## src/rtl/rthc_pkg.sv

```systemverilog
`timescale 1ns / 1ps
// ----------------------------------------------------------------------------
// rthc_pkg
// Shared constants, types and width helpers for the rgb to hsl converter.
// ----------------------------------------------------------------------------
package rthc_pkg;

    localparam int CH_W     = 8;   // color channel width
    localparam int OUT_W    = 15;  // result field width
    localparam int DIV_W    = 9;   // divisor and partial remainder width
    localparam int LANES    = 3;   // divisions carried by every cell

    localparam int LANE_HUE   = 0;
    localparam int LANE_SAT   = 1;
    localparam int LANE_LIGHT = 2;

    localparam int HUE_FRACTION_BITS_DEF     = 6;
    localparam int PERCENT_FRACTION_BITS_DEF = 8;

    // control that travels down the divider chain with each pixel
    typedef struct packed {
        logic valid;
        logic gray;
    } t_ctrl;

    // quotient bits needed to hold the largest rounded hue or percent value
    function automatic int quot_width(input int hfb, input int pfb);
        int hue_max;
        int pct_max;
        int top;
        hue_max = 360 << hfb;
        pct_max = 100 << pfb;
        top     = (hue_max > pct_max) ? hue_max : pct_max;
        return $clog2(top + 1);
    endfunction

endpackage

```

## src/rtl/rgb_to_hsl_converter.sv

```systemverilog
`timescale 1ns / 1ps
// ----------------------------------------------------------------------------
// rgb_to_hsl_converter
// Converts an 8-bit rgb pixel to hue (degrees), saturation and lightness
// (percent) in fixed point, rounded to nearest, through a chain of divider cells.
// ----------------------------------------------------------------------------
//  channel   ports                                   transfer
//  pixel in  start, busy, i_red/i_green/i_blue       start high while busy low
//  hsl out   o_valid, o_hue/o_saturation/o_lightness o_valid high for one cycle
//
//  one pixel per clock; busy is always low
//  the pipeline has two front-end stages, one divider cell per
//  quotient bit (QW = 15 with the default fraction bits), one output stage
//  synchronous active-low reset empties the pipeline; no results are pending
//  results cannot be stalled by the receiver
// ----------------------------------------------------------------------------
module rgb_to_hsl_converter #(
    parameter int HUE_FRACTION_BITS     = rthc_pkg::HUE_FRACTION_BITS_DEF,
    parameter int PERCENT_FRACTION_BITS = rthc_pkg::PERCENT_FRACTION_BITS_DEF
) (
    input  logic                        i_clk,
    input  logic                        i_rst_n,
    input  logic                        start,
    output logic                        busy,
    input  logic [rthc_pkg::CH_W-1:0]   i_red,
    input  logic [rthc_pkg::CH_W-1:0]   i_green,
    input  logic [rthc_pkg::CH_W-1:0]   i_blue,
    output logic                        o_valid,
    output logic [rthc_pkg::OUT_W-1:0]  o_hue,
    output logic [rthc_pkg::OUT_W-1:0]  o_saturation,
    output logic [rthc_pkg::OUT_W-1:0]  o_lightness
);

    localparam int QW = rthc_pkg::quot_width(HUE_FRACTION_BITS, PERCENT_FRACTION_BITS);
    localparam logic [QW-1:0] HUE_FULL = QW'(360 << HUE_FRACTION_BITS);

    rthc_pkg::t_ctrl                                  ctrl_chain [0:QW];
    logic [rthc_pkg::LANES-1:0][rthc_pkg::DIV_W-1:0]  div_chain  [0:QW];
    logic [rthc_pkg::LANES-1:0][rthc_pkg::DIV_W-1:0]  rem_chain  [0:QW];
    logic [rthc_pkg::LANES-1:0][QW-1:0]               bits_chain [0:QW];

    assign busy = 1'b0;

    rthc_prep #(
        .HFB (HUE_FRACTION_BITS),
        .PFB (PERCENT_FRACTION_BITS),
        .QW  (QW)
    ) u_prep (
        .i_clk   (i_clk),
        .i_rst_n (i_rst_n),
        .i_take  (start & ~busy),
        .i_red   (i_red),
        .i_green (i_green),
        .i_blue  (i_blue),
        .o_ctrl  (ctrl_chain[0]),
        .o_div   (div_chain[0]),
        .o_rem   (rem_chain[0]),
        .o_bits  (bits_chain[0])
    );

    for (genvar k = 0; k < QW; k++) begin : g_cell
        rthc_div_cell #(
            .QW (QW)
        ) u_cell (
            .i_clk   (i_clk),
            .i_rst_n (i_rst_n),
            .i_ctrl  (ctrl_chain[k]),
            .i_div   (div_chain[k]),
            .i_rem   (rem_chain[k]),
            .i_bits  (bits_chain[k]),
            .o_ctrl  (ctrl_chain[k+1]),
            .o_div   (div_chain[k+1]),
            .o_rem   (rem_chain[k+1]),
            .o_bits  (bits_chain[k+1])
        );
    end

    logic [QW-1:0]               q_hue, q_sat, q_light;
    logic                        r_valid;
    logic [rthc_pkg::OUT_W-1:0]  r_hue, r_sat, r_light;
    logic [rthc_pkg::OUT_W-1:0]  n_hue, n_sat;

    always_comb begin
        q_hue   = bits_chain[QW][rthc_pkg::LANE_HUE];
        q_sat   = bits_chain[QW][rthc_pkg::LANE_SAT];
        q_light = bits_chain[QW][rthc_pkg::LANE_LIGHT];
        // gray pixels divided by zero; a full circle wraps to zero
        if (ctrl_chain[QW].gray || (q_hue >= HUE_FULL)) begin
            n_hue = '0;
        end else begin
            n_hue = rthc_pkg::OUT_W'(q_hue);
        end
        n_sat = ctrl_chain[QW].gray ? '0 : rthc_pkg::OUT_W'(q_sat);
    end

    always_ff @(posedge i_clk) begin
        if (!i_rst_n) begin
            r_valid <= 1'b0;
        end else begin
            r_valid <= ctrl_chain[QW].valid;
        end
        r_hue   <= n_hue;
        r_sat   <= n_sat;
        r_light <= rthc_pkg::OUT_W'(q_light);
    end

    assign o_valid      = r_valid;
    assign o_hue        = r_hue;
    assign o_saturation = r_sat;
    assign o_lightness  = r_light;

endmodule

```

## src/rtl/rthc_prep.sv

```systemverilog
`timescale 1ns / 1ps
// ----------------------------------------------------------------------------
// rthc_prep
// Two-stage front end: finds max, min and hue sector, then builds the
// rounding numerators and divisors for the hue, saturation and lightness lanes.
// ----------------------------------------------------------------------------
module rthc_prep #(
    parameter int HFB = rthc_pkg::HUE_FRACTION_BITS_DEF,
    parameter int PFB = rthc_pkg::PERCENT_FRACTION_BITS_DEF,
    parameter int QW  = rthc_pkg::quot_width(HFB, PFB)
) (
    input  logic                                              i_clk,
    input  logic                                              i_rst_n,
    input  logic                                              i_take,
    input  logic [rthc_pkg::CH_W-1:0]                         i_red,
    input  logic [rthc_pkg::CH_W-1:0]                         i_green,
    input  logic [rthc_pkg::CH_W-1:0]                         i_blue,
    output rthc_pkg::t_ctrl                                   o_ctrl,
    output logic [rthc_pkg::LANES-1:0][rthc_pkg::DIV_W-1:0]   o_div,
    output logic [rthc_pkg::LANES-1:0][rthc_pkg::DIV_W-1:0]   o_rem,
    output logic [rthc_pkg::LANES-1:0][QW-1:0]                o_bits
);

    localparam int NW = QW + rthc_pkg::DIV_W;

    localparam logic [1:0] SECT_RED   = 2'd0;
    localparam logic [1:0] SECT_GREEN = 2'd1;
    localparam logic [1:0] SECT_BLUE  = 2'd2;

    // stage 1
    logic                          r_s1_valid;
    logic [rthc_pkg::CH_W-1:0]     r_red, r_green, r_blue, r_mx, r_mn;
    logic [1:0]                    r_sect;
    logic [rthc_pkg::CH_W-1:0]     n_mx, n_mn;
    logic [1:0]                    n_sect;

    always_comb begin
        n_mx = i_red;
        n_mn = i_red;
        if (i_green > n_mx) n_mx = i_green;
        if (i_blue > n_mx)  n_mx = i_blue;
        if (i_green < n_mn) n_mn = i_green;
        if (i_blue < n_mn)  n_mn = i_blue;
        // ties go to red, then green
        if (n_mx == i_red) begin
            n_sect = SECT_RED;
        end else if (n_mx == i_green) begin
            n_sect = SECT_GREEN;
        end else begin
            n_sect = SECT_BLUE;
        end
    end

    always_ff @(posedge i_clk) begin
        if (!i_rst_n) begin
            r_s1_valid <= 1'b0;
        end else begin
            r_s1_valid <= i_take;
        end
        r_red   <= i_red;
        r_green <= i_green;
        r_blue  <= i_blue;
        r_mx    <= n_mx;
        r_mn    <= n_mn;
        r_sect  <= n_sect;
    end

    // stage 2
    logic [rthc_pkg::CH_W-1:0]   d;
    logic [rthc_pkg::CH_W:0]     sum;
    logic [rthc_pkg::CH_W:0]     sat_den;
    logic signed [9:0]           diff;
    logic signed [18:0]          base;
    logic signed [18:0]          h_wide;
    logic [16:0]                 hnum;
    logic [NW-1:0]               hue_num, sat_num, light_num;
    rthc_pkg::t_ctrl             n_ctrl;
    logic [rthc_pkg::LANES-1:0][rthc_pkg::DIV_W-1:0] n_div, n_rem;
    logic [rthc_pkg::LANES-1:0][QW-1:0]              n_bits;

    always_comb begin
        d       = r_mx - r_mn;
        sum     = {1'b0, r_mx} + {1'b0, r_mn};
        sat_den = (sum < 9'd255) ? sum : 9'(10'd510 - {1'b0, sum});

        case (r_sect)
            SECT_RED: begin
                diff = $signed({2'b00, r_green}) - $signed({2'b00, r_blue});
                base = '0;
            end
            SECT_GREEN: begin
                diff = $signed({2'b00, r_blue}) - $signed({2'b00, r_red});
                base = $signed({11'b0, d}) * 19'sd120;
            end
            default: begin
                diff = $signed({2'b00, r_red}) - $signed({2'b00, r_green});
                base = $signed({11'b0, d}) * 19'sd240;
            end
        endcase
        h_wide = 19'(diff) * 19'sd60 + base;
        // only the red sector can go negative
        if (h_wide < 0) h_wide = h_wide + $signed({11'b0, d}) * 19'sd360;
        hnum = 17'(h_wide);

        // numerator 2*num + den over divisor 2*den gives round half up
        hue_num   = (NW'(hnum) << (HFB + 1)) + NW'(d);
        sat_num   = (NW'(16'(d) * 16'd200) << PFB) + NW'(sat_den);
        light_num = (NW'(16'(sum) * 16'd100) << PFB) + NW'(8'd255);

        n_div[rthc_pkg::LANE_HUE]   = {d, 1'b0};
        n_div[rthc_pkg::LANE_SAT]   = {sat_den[rthc_pkg::CH_W-1:0], 1'b0};
        n_div[rthc_pkg::LANE_LIGHT] = 9'd510;

        n_rem[rthc_pkg::LANE_HUE]    = hue_num[NW-1:QW];
        n_rem[rthc_pkg::LANE_SAT]    = sat_num[NW-1:QW];
        n_rem[rthc_pkg::LANE_LIGHT]  = light_num[NW-1:QW];
        n_bits[rthc_pkg::LANE_HUE]   = hue_num[QW-1:0];
        n_bits[rthc_pkg::LANE_SAT]   = sat_num[QW-1:0];
        n_bits[rthc_pkg::LANE_LIGHT] = light_num[QW-1:0];

        n_ctrl.valid = r_s1_valid;
        n_ctrl.gray  = (d == '0);
    end

    always_ff @(posedge i_clk) begin
        if (!i_rst_n) begin
            o_ctrl <= '0;
        end else begin
            o_ctrl <= n_ctrl;
        end
        o_div  <= n_div;
        o_rem  <= n_rem;
        o_bits <= n_bits;
    end

endmodule

```

## src/rtl/rthc_div_cell.sv

```systemverilog
`timescale 1ns / 1ps
// ----------------------------------------------------------------------------
// rthc_div_cell
// One restoring division step for each lane: shifts in the next numerator
// bit, subtracts the divisor when it fits and shifts the quotient bit in.
// ----------------------------------------------------------------------------
module rthc_div_cell #(
    parameter int QW = rthc_pkg::quot_width(rthc_pkg::HUE_FRACTION_BITS_DEF,
                                            rthc_pkg::PERCENT_FRACTION_BITS_DEF)
) (
    input  logic                                              i_clk,
    input  logic                                              i_rst_n,
    input  rthc_pkg::t_ctrl                                   i_ctrl,
    input  logic [rthc_pkg::LANES-1:0][rthc_pkg::DIV_W-1:0]   i_div,
    input  logic [rthc_pkg::LANES-1:0][rthc_pkg::DIV_W-1:0]   i_rem,
    input  logic [rthc_pkg::LANES-1:0][QW-1:0]                i_bits,
    output rthc_pkg::t_ctrl                                   o_ctrl,
    output logic [rthc_pkg::LANES-1:0][rthc_pkg::DIV_W-1:0]   o_div,
    output logic [rthc_pkg::LANES-1:0][rthc_pkg::DIV_W-1:0]   o_rem,
    output logic [rthc_pkg::LANES-1:0][QW-1:0]                o_bits
);

    logic [rthc_pkg::LANES-1:0][rthc_pkg::DIV_W:0]   trial;
    logic [rthc_pkg::LANES-1:0]                      fits;
    logic [rthc_pkg::LANES-1:0][rthc_pkg::DIV_W-1:0] n_rem;
    logic [rthc_pkg::LANES-1:0][QW-1:0]              n_bits;

    always_comb begin
        for (int l = 0; l < rthc_pkg::LANES; l++) begin
            trial[l] = {i_rem[l], i_bits[l][QW-1]};
            fits[l]  = (trial[l] >= {1'b0, i_div[l]});
            // remainder stays below the divisor, so it fits back in DIV_W bits
            n_rem[l] = fits[l] ? rthc_pkg::DIV_W'(trial[l] - {1'b0, i_div[l]})
                               : rthc_pkg::DIV_W'(trial[l]);
            n_bits[l] = {i_bits[l][QW-2:0], fits[l]};
        end
    end

    always_ff @(posedge i_clk) begin
        if (!i_rst_n) begin
            o_ctrl <= '0;
        end else begin
            o_ctrl <= i_ctrl;
        end
        o_div  <= i_div;
        o_rem  <= n_rem;
        o_bits <= n_bits;
    end

endmodule
```

## config.mk

```make
export PLATFORM = sky130hd
export DESIGN_NAME = rgb_to_hsl_converter
export DESIGN_NICKNAME = d
export VERILOG_FILES = /design/src/rtl/rthc_pkg.sv /design/src/rtl/rgb_to_hsl_converter.sv /design/src/rtl/rthc_prep.sv /design/src/rtl/rthc_div_cell.sv
export SDC_FILE = /design/constraint.sdc
export NUM_CORES = 2
export LEC_CHECK = 0
export BUFFER_PORTS_ARGS = -buffer_cell sky130_fd_sc_hd__buf_2
export CAP_MARGIN = 25
export CORE_MARGIN = 8
export CORE_UTILIZATION = 54
export CTS_CLUSTER_SIZE = 10
export DETAILED_ROUTE_END_ITERATION = 10
export MAX_ROUTING_LAYER = met4
export PLACE_DENSITY = 0.73
export SLEW_MARGIN = 15
export SYNTH_ARGS = -nofsm -noshare
export SYNTH_HDL_FRONTEND = slang
export SYNTH_SLANG_ARGS = --single-unit
export TNS_END_PERCENT = 20
```

## constraint.sdc

```tcl
create_clock -name i_clk -period 6.2 [get_ports i_clk]
set_input_delay 0.62 -clock i_clk [delete_from_list [all_inputs] [get_ports i_clk]]
set_output_delay 0.62 -clock i_clk [all_outputs]
set_load 0.02 [all_outputs]
```

## Yosys cells after proc, flatten, opt, wreduce, memory -nomap -nowiden

Index checks and enable logic that the tools add are counted.

| storage, ports and cells | value |
|---|---|
| ROM bits | 0 |
| register bits | 1486 |
| output and inout port bits | 47 |
| memories | 0 |
| latch bits | 0 |
| bits in writable memories | 0 |

| operators by class | value |
|---|---|
| divide/modulo/power cells | 0 |
| reduce and logical (&&, ||, !) cells | 3 |
| bitwise gates (word level) | 0 |
| magnitude comparators | 52 |
| equal/unequal tests | 3 |
| add/subtract/negate cells | 53 |
| shifts and indexed selects | 0 |
| multiply operators | 6 |
| muxes and demuxes | 51 |

Operators with widths:

| operator | count |
|---|---|
| 9-bit two-way mux | 43 |
| 10-bit by 9-bit >= comparator with 1-bit output | 30 |
| 9-bit subtractor | 28 |
| 10-bit by 9-bit >= comparator with 1-bit output, second input constant | 15 |
| 9-bit subtractor, second input constant | 14 |
| 19-bit one-hot mux with 2 select lines | 1 |
| 8-bit two-way mux | 4 |
| 8-bit by 8-bit subtractor with 9-bit output | 3 |
| 24-bit by 8-bit adder with 24-bit output | 1 |
| 24-bit by 8-bit adder with 24-bit output, second input constant | 1 |
| 24-bit by 9-bit adder with 24-bit output | 1 |
| 8-bit by 4-bit multiplier with 12-bit output, second input constant | 2 |
| 10-bit one-hot mux with 2 select lines | 1 |
| 17-bit by 19-bit adder with 19-bit output | 1 |
| 19-bit by 1-bit less-than comparator with 1-bit output, second input constant | 1 |
| 17-bit adder | 1 |
| 17-bit two-way mux | 1 |
| 8-bit == test | 2 |
| 8-bit > comparator | 2 |
| 8-bit less-than comparator | 2 |
| 15-bit >= comparator, second input constant | 1 |
| 10-bit by 5-bit multiplier with 15-bit output, second input constant | 1 |
| 8-bit by 6-bit multiplier with 14-bit output, second input constant | 1 |
| 9-bit by 5-bit multiplier with 14-bit output, second input constant | 1 |
| 10 further kinds | 10 |

## Depth between registers and ports, before layout

| logic depth | value |
|---|---|
| depth after elaboration | 7 |
| mapped depth | 34 |

## By module

A second synthesis with hierarchy kept.

| second synthesis, totals | value |
|---|---|
| cell total of the unflattened synthesis | 5920 |
| area, all modules | 66580.1 sq um |

By module, submodules not included:

| module | area an instance (sq um) | instances | cells each | seq. area each (sq um) |
|---|---|---|---|---|
| rthc_div_cell (g_cell[0].u_cell ...) | 3631.0 | 9 | 309 | 2021.9 |
| rthc_div_cell (g_cell[14].u_cell ...) | 3614.7 | 6 | 308 | 2021.9 |
| rthc_prep | 10825.4 | 1 | 1191 | 1981.9 |
| rgb_to_hsl_converter | 1387.6 | 1 | 100 | 920.9 |

## Least setup slack after synthesis

Ideal clock, no wire load.

| path | value |
|---|---|
| path type | flip-flop to flip-flop |
| start | register u_prep.r_mn[1] (netlist name) |
| end | register u_prep.o_rem[7] (netlist name) |
| path buffers | 0 |
| stages on the path, launching flop included | 30 |
| path slack | -0.417 ns |
| library setup time | 0.121 ns |
| period minus slack after synthesis | 6.617 ns |
| arrival | 6.496 ns |
| path through | dfxtp_1 inv_1 ha_1 nor2b_1 o21ai_0 nand2b_1 a21o_1 a21o_1 xnor2_1 inv_1 fa_1 fa_1 inv_1 ha_1 a21boi_0 o21a_1 nor2_1 xnor2_1 a22o_1 ha_1 and2_1 a31oi_1 and3b_1 xnor2_1 ha_1 o21ai_0 o21ai_0 o41ai_1 xnor2_1 mux2_4 |

| between the ends | value |
|---|---|
| cells in the longest elaborated chain, start to end | 7 |

Ends and longest elaborated chain:

| what | RTL line | text |
|---|---|---|
| start, declared | rthc_prep.sv:32 | `logic [rthc_pkg::CH_W-1:0] r_red, r_green, r_blue, r_mx, r_mn;` |
| start signal, assigned | rthc_prep.sv:64 | `r_mn <= n_mn;` |
| 8-bit subtractor * | rthc_prep.sv:82 | `d = r_mx - r_mn;` |
| via u_prep.d, one bit | rthc_prep.sv:69 | `logic [rthc_pkg::CH_W-1:0] d;` |
| 8-bit by 4-bit multiplier with 12-bit output | rthc_prep.sv:93, rthc_prep.sv:97 |  |
| 19-bit one-hot mux with 2 select lines | rthc_prep.sv:86 | `case (r_sect)` |
| 17-bit by 19-bit adder with 19-bit output | rthc_prep.sv:100 | `h_wide = 19'(diff) * 19'sd60 + base;` |
| 17-bit adder / 19-bit by 1-bit less-than comparator with 1-bit output (equally long branches) | rthc_prep.sv:102 | `if (h_wide < 0) h_wide = h_wide + $signed({11'b0, d}) * 19'sd360;` |
| 17-bit two-way mux * | rthc_prep.sv:102 |  |
| via u_prep.h_wide[15] | rthc_prep.sv:74 | `logic signed [18:0] h_wide;` |
| 24-bit by 8-bit adder with 24-bit output * | rthc_prep.sv:106 | `hue_num = (NW'(hnum) << (HFB + 1)) + NW'(d);` |
| end signal, assigned | rthc_prep.sv:132 | `o_rem <= n_rem;` |
| end, declared | rthc_prep.sv:20 | `output logic [rthc_pkg::LANES-1:0][rthc_pkg::DIV_W-1:0] o_rem,` |

Mark *: on every way through the listed nets, which the timed path passes. The rest lies on a longest branch.
A chain may end at the register's enable or synchronous reset.

## Worst setup path after layout

| path | value |
|---|---|
| start | register u_prep.r_green[0] (netlist name) |
| end | register u_prep.o_rem[8] (netlist name) |

| between the ends | value |
|---|---|
| cells in the longest elaborated chain, start to end | 7 |

Ends and longest elaborated chain:

| what | RTL line | text |
|---|---|---|
| start, declared | rthc_prep.sv:32 |  |
| start signal, assigned | rthc_prep.sv:61 | `r_green <= i_green;` |
| 8-bit by 8-bit subtractor with 9-bit output (on tied branches) | rthc_prep.sv:96, rthc_prep.sv:88 |  |
| 10-bit one-hot mux with 2 select lines * | rthc_prep.sv:86 |  |
| 10-bit by 5-bit multiplier with 15-bit output * | rthc_prep.sv:100 |  |
| 17-bit by 19-bit adder with 19-bit output * | rthc_prep.sv:100 |  |
| 17-bit adder / 19-bit by 1-bit less-than comparator with 1-bit output (equally long branches) | rthc_prep.sv:102 |  |
| 17-bit two-way mux * | rthc_prep.sv:102 |  |
| via u_prep.h_wide[16] | rthc_prep.sv:74 |  |
| 24-bit by 8-bit adder with 24-bit output * | rthc_prep.sv:106 |  |

Marked as above.

==> impl_metrics.py <==
metrics = {
    "sta": {
        "period_needed_ns": 6.34,
        "finalCritPeriodShare": 1.02,
        "worst_hold_slack_ns": 0.117,
        "timing.final.ws_setup_ns": -0.144,
        "fin_skew_ns": 0.0277,
        "finalSetupViolCount": 3,
        "relSlewSlack": 0.349,
        "worst_pin_slew_ns": 0.976,
        "final-hold-violation-count": 0,
        "fmax_mhz": 158,
        "slew_viol_final": 0,
        "rsz0062_at_grt": "true",
    },
    "critical_path": {
        "path_buf_inv": 7,
        "critical_path_depth": 33,
        "worst_path_most_repeated_cell": "buf_4",
        "critical_path_class": "register to register",
        "crit_family": "adder cells",
        "crit_arrival_ns": 6.90,
        "end_kind": "register",
        "required_ns": 6.76,
        "crit_fanout": 5,
        "r2r_cells": 33,
        "cp_slowest_stage_delay_ns": 0.44,
        "slowest_stage": "fa_1",
        "cp-start-kind": "register",
    },
    "outcome": {
        "status": "complete, but fails checks",
        "violations": "setup timing",
    },
    "yosys": {
        "synth_cell_types": 76,
        "synth.net_count": 4750,
        "synth_top_area_frac": 0.500,
        "synth.avg_cell_area_sq_um": 10.7,
        "ys_warn_count": 0,
        "ys_ff_latch": 1120,
        "ys_seq_area_frac": 0.500,
        "synth-main-ff-cell": "dfxtp_1",
        "synth_edf_count": 0,
        "yosys.area.top_type": "dfxtp_1",
        "syn_area_sq_um": 44800,
        "netlist_top_cells_area": "dfxtp_1 50%, ha_1 13%, xnor2_1 4.7%, inv_1 3.9%, fa_1 3.5%",
        "synthCells": 4184,
        "synthArstFlopShare": 0,
    },
    "layout": {
        "fin_util": 0.628,
        "final_common_cell": "dfxtp_1",
        "stdcell_area_sq_um": 51600,
        "final_cell_mix": "1113 x dfxtp_1, 453 x inv_1, 444 x ha_1",
        "fillers": 6419,
        "syn_to_final_growth_pct": 15.1,
        "drive_gt1_frac": 0.131,
        "diodes": 0,
        "nets": 5056,
    },
    "hold_path": {
        "min_path_cells": 1,
        "hold_path_class": "primary input to register",
    },
    "place": {
        "gp_congestion": 0.887,
        "dpl-instance-area_sq_um": 47300,
        "port_buffers": 72,
        "dp_hpwl_mm": 56.9,
        "dp_slack_ns": -0.306,
    },
    "global_routing": {
        "gr-total-overflow": 0,
        "grt_pass1_wl_mm": 130,
        "grt_usage": 0.168,
        "antenna_found_initial": 0,
        "grt_max_degree": 35,
        "grt_pass1_vias": 29200,
    },
    "route": {
        "wl_mm": 76.4,
        "antenna_left": 0,
        "vias": 28300,
        "drt_iter0_drc": 1108,
        "drc_errors": 0,
        "first_pass_iters": 5,
        "routed_via_density": 5.06,
        "wl_per_cell_um": 13.7,
    },
    "clocking": {
        "htree_levels": 4,
        "root_buffer": "clkbuf_16",
        "clk_latency_ns": 0.70,
        "cts.clk_slew.worst_paths_ns": 0.05,
        "cts.sinks": 1120,
        "holdBufCountCts": 0,
        "cts_tree": "yes",
        "cts-buffers-inserted": 133,
        "ctsLongestPathBuffers": 3,
    },
    "floorplanning": {
        "core_area_sq_um": 82100,
        "die_w_um": 304,
        "io_pins": 74,
        "die_area_sq_um": 92400,
        "std_cell_rows": 105,
        "die-height_um": 304,
        "initial_core_util": 0.546,
    },
    "run": {
        "maxCapViolations": 0,
    },
}
## logic make-up after synthesis
kind of cell / synth area share
AO/OA/AOI/OAI: 0.103
XOR/XNOR: 0.0622
adder cells (fa/ha/maj): 0.164
buffers and inverters: 0.0434
flip-flops: 0.500
multiplexers: 0.0307
other: 0.0000837
AND/OR/NAND/NOR: 0.0971
## flip-flops by register name (all words and copies together), names as in the netlist
signal / flops
o_valid: 1
u_prep.r_red: 8
u_prep.r_mn: 8
g_cell.u_cell.o_div: 125
u_prep.r_blue: 8
u_prep.o_rem: 27
g_cell.u_cell.o_rem: 366
o_lightness: 15
g_cell.u_cell.o_ctrl: 30
u_prep.r_green: 8
u_prep.r_sect: 2
u_prep.o_bits: 14
u_prep.r_s1_valid: 1
g_cell.u_cell.o_bits: 454
u_prep.o_ctrl: 2
o_saturation: 15
u_prep.r_mx: 8
u_prep.o_div: 13
o_hue: 15
## layer usage
layer | routed length (um) | global-route usage | share of wire
met1 | 31100 | 0.172 | 0.41
met2 | 40400 | 0.316 | 0.53
met3 | 2580 | 0.0312 | 0.034
met4 | 2300 | 0.0661 | 0.030
met5 | 0 | - | 0
## per-stage QoR
step | cells | setup TNS, ns
6_report | 5586 | -0.283
3_5_place_dp | 5399 | -0.827
5_1_grt | 5586 | -3.39
3_3_place_gp | 5398 | -0.517
2_1_floorplan | 4184 | 0
4_1_cts | 5572 | -0.0440
## synth_stat cells (26+ instances only)
cell,number
a21o_1,128
a21oi_1,297
and2_1,57
clkbuf_1,38
dfxtp_1,1120
fa_1,78
ha_1,461
inv_1,463
mux2_2,83
mux2i_1,32
nand2_1,85
nand2b_1,100
nand3_1,55
nand4_1,72
nor2_1,260
nor2b_1,130
o21ai_0,113
o21bai_1,26
o31ai_1,29
xnor2_1,241
xor2_1,77
## worst register-to-register path: cells and delay by family (launching register included)
| family | cells | cell delay, ns |
|---|---|---|
| simple gates | 3 | 0.56 |
| compound gates | 10 | 1.51 |
| buf+inv | 7 | 0.80 |
| flops | 1 | 0.35 |
| xor+xnor | 5 | 0.77 |
| fa+ha+maj | 7 | 2.10 |
| mux | 1 | 0.13 |
## layout make-up
| cell class | count | area [sq um] | share of cell area |
|---|---|---|---|
| inverter | 464 | 1740 | 0.0338 |
| clock inverter | 16 | 196 | 0.00381 |
| clock buffer | 145 | 3450 | 0.0668 |
| timing repair buffer | 217 | 1460 | 0.0284 |
| multi-input combinational | 2554 | 21000 | 0.406 |
| sequential | 1120 | 22400 | 0.435 |
| tap | 1070 | 1340 | 0.0260 |
## worst paths after layout
path / from / endpoint / slack (ns)
setup / recovery: u_prep.r_green[0] / u_prep.o_rem[8] / -0.14
hold / removal: i_red[1] / u_prep.r_red[1] / 0.12
setup reg to reg: u_prep.r_green[0] / u_prep.o_rem[8] / -0.14
hold reg to reg: g_cell[3].u_cell.o_bits[13] / g_cell[4].u_cell.o_bits[14] / 0.30
## repair_timing
item	4_1_cts	5_1_grt
endpoints found under the setup margin	6	14
pin swaps	42	68
gates resized for setup	32	67
buffers inserted	12	14
Power is left out: the tool's default activity adds up to more than one toggle a clock period on the data nets, which glitch-free logic cannot reach.
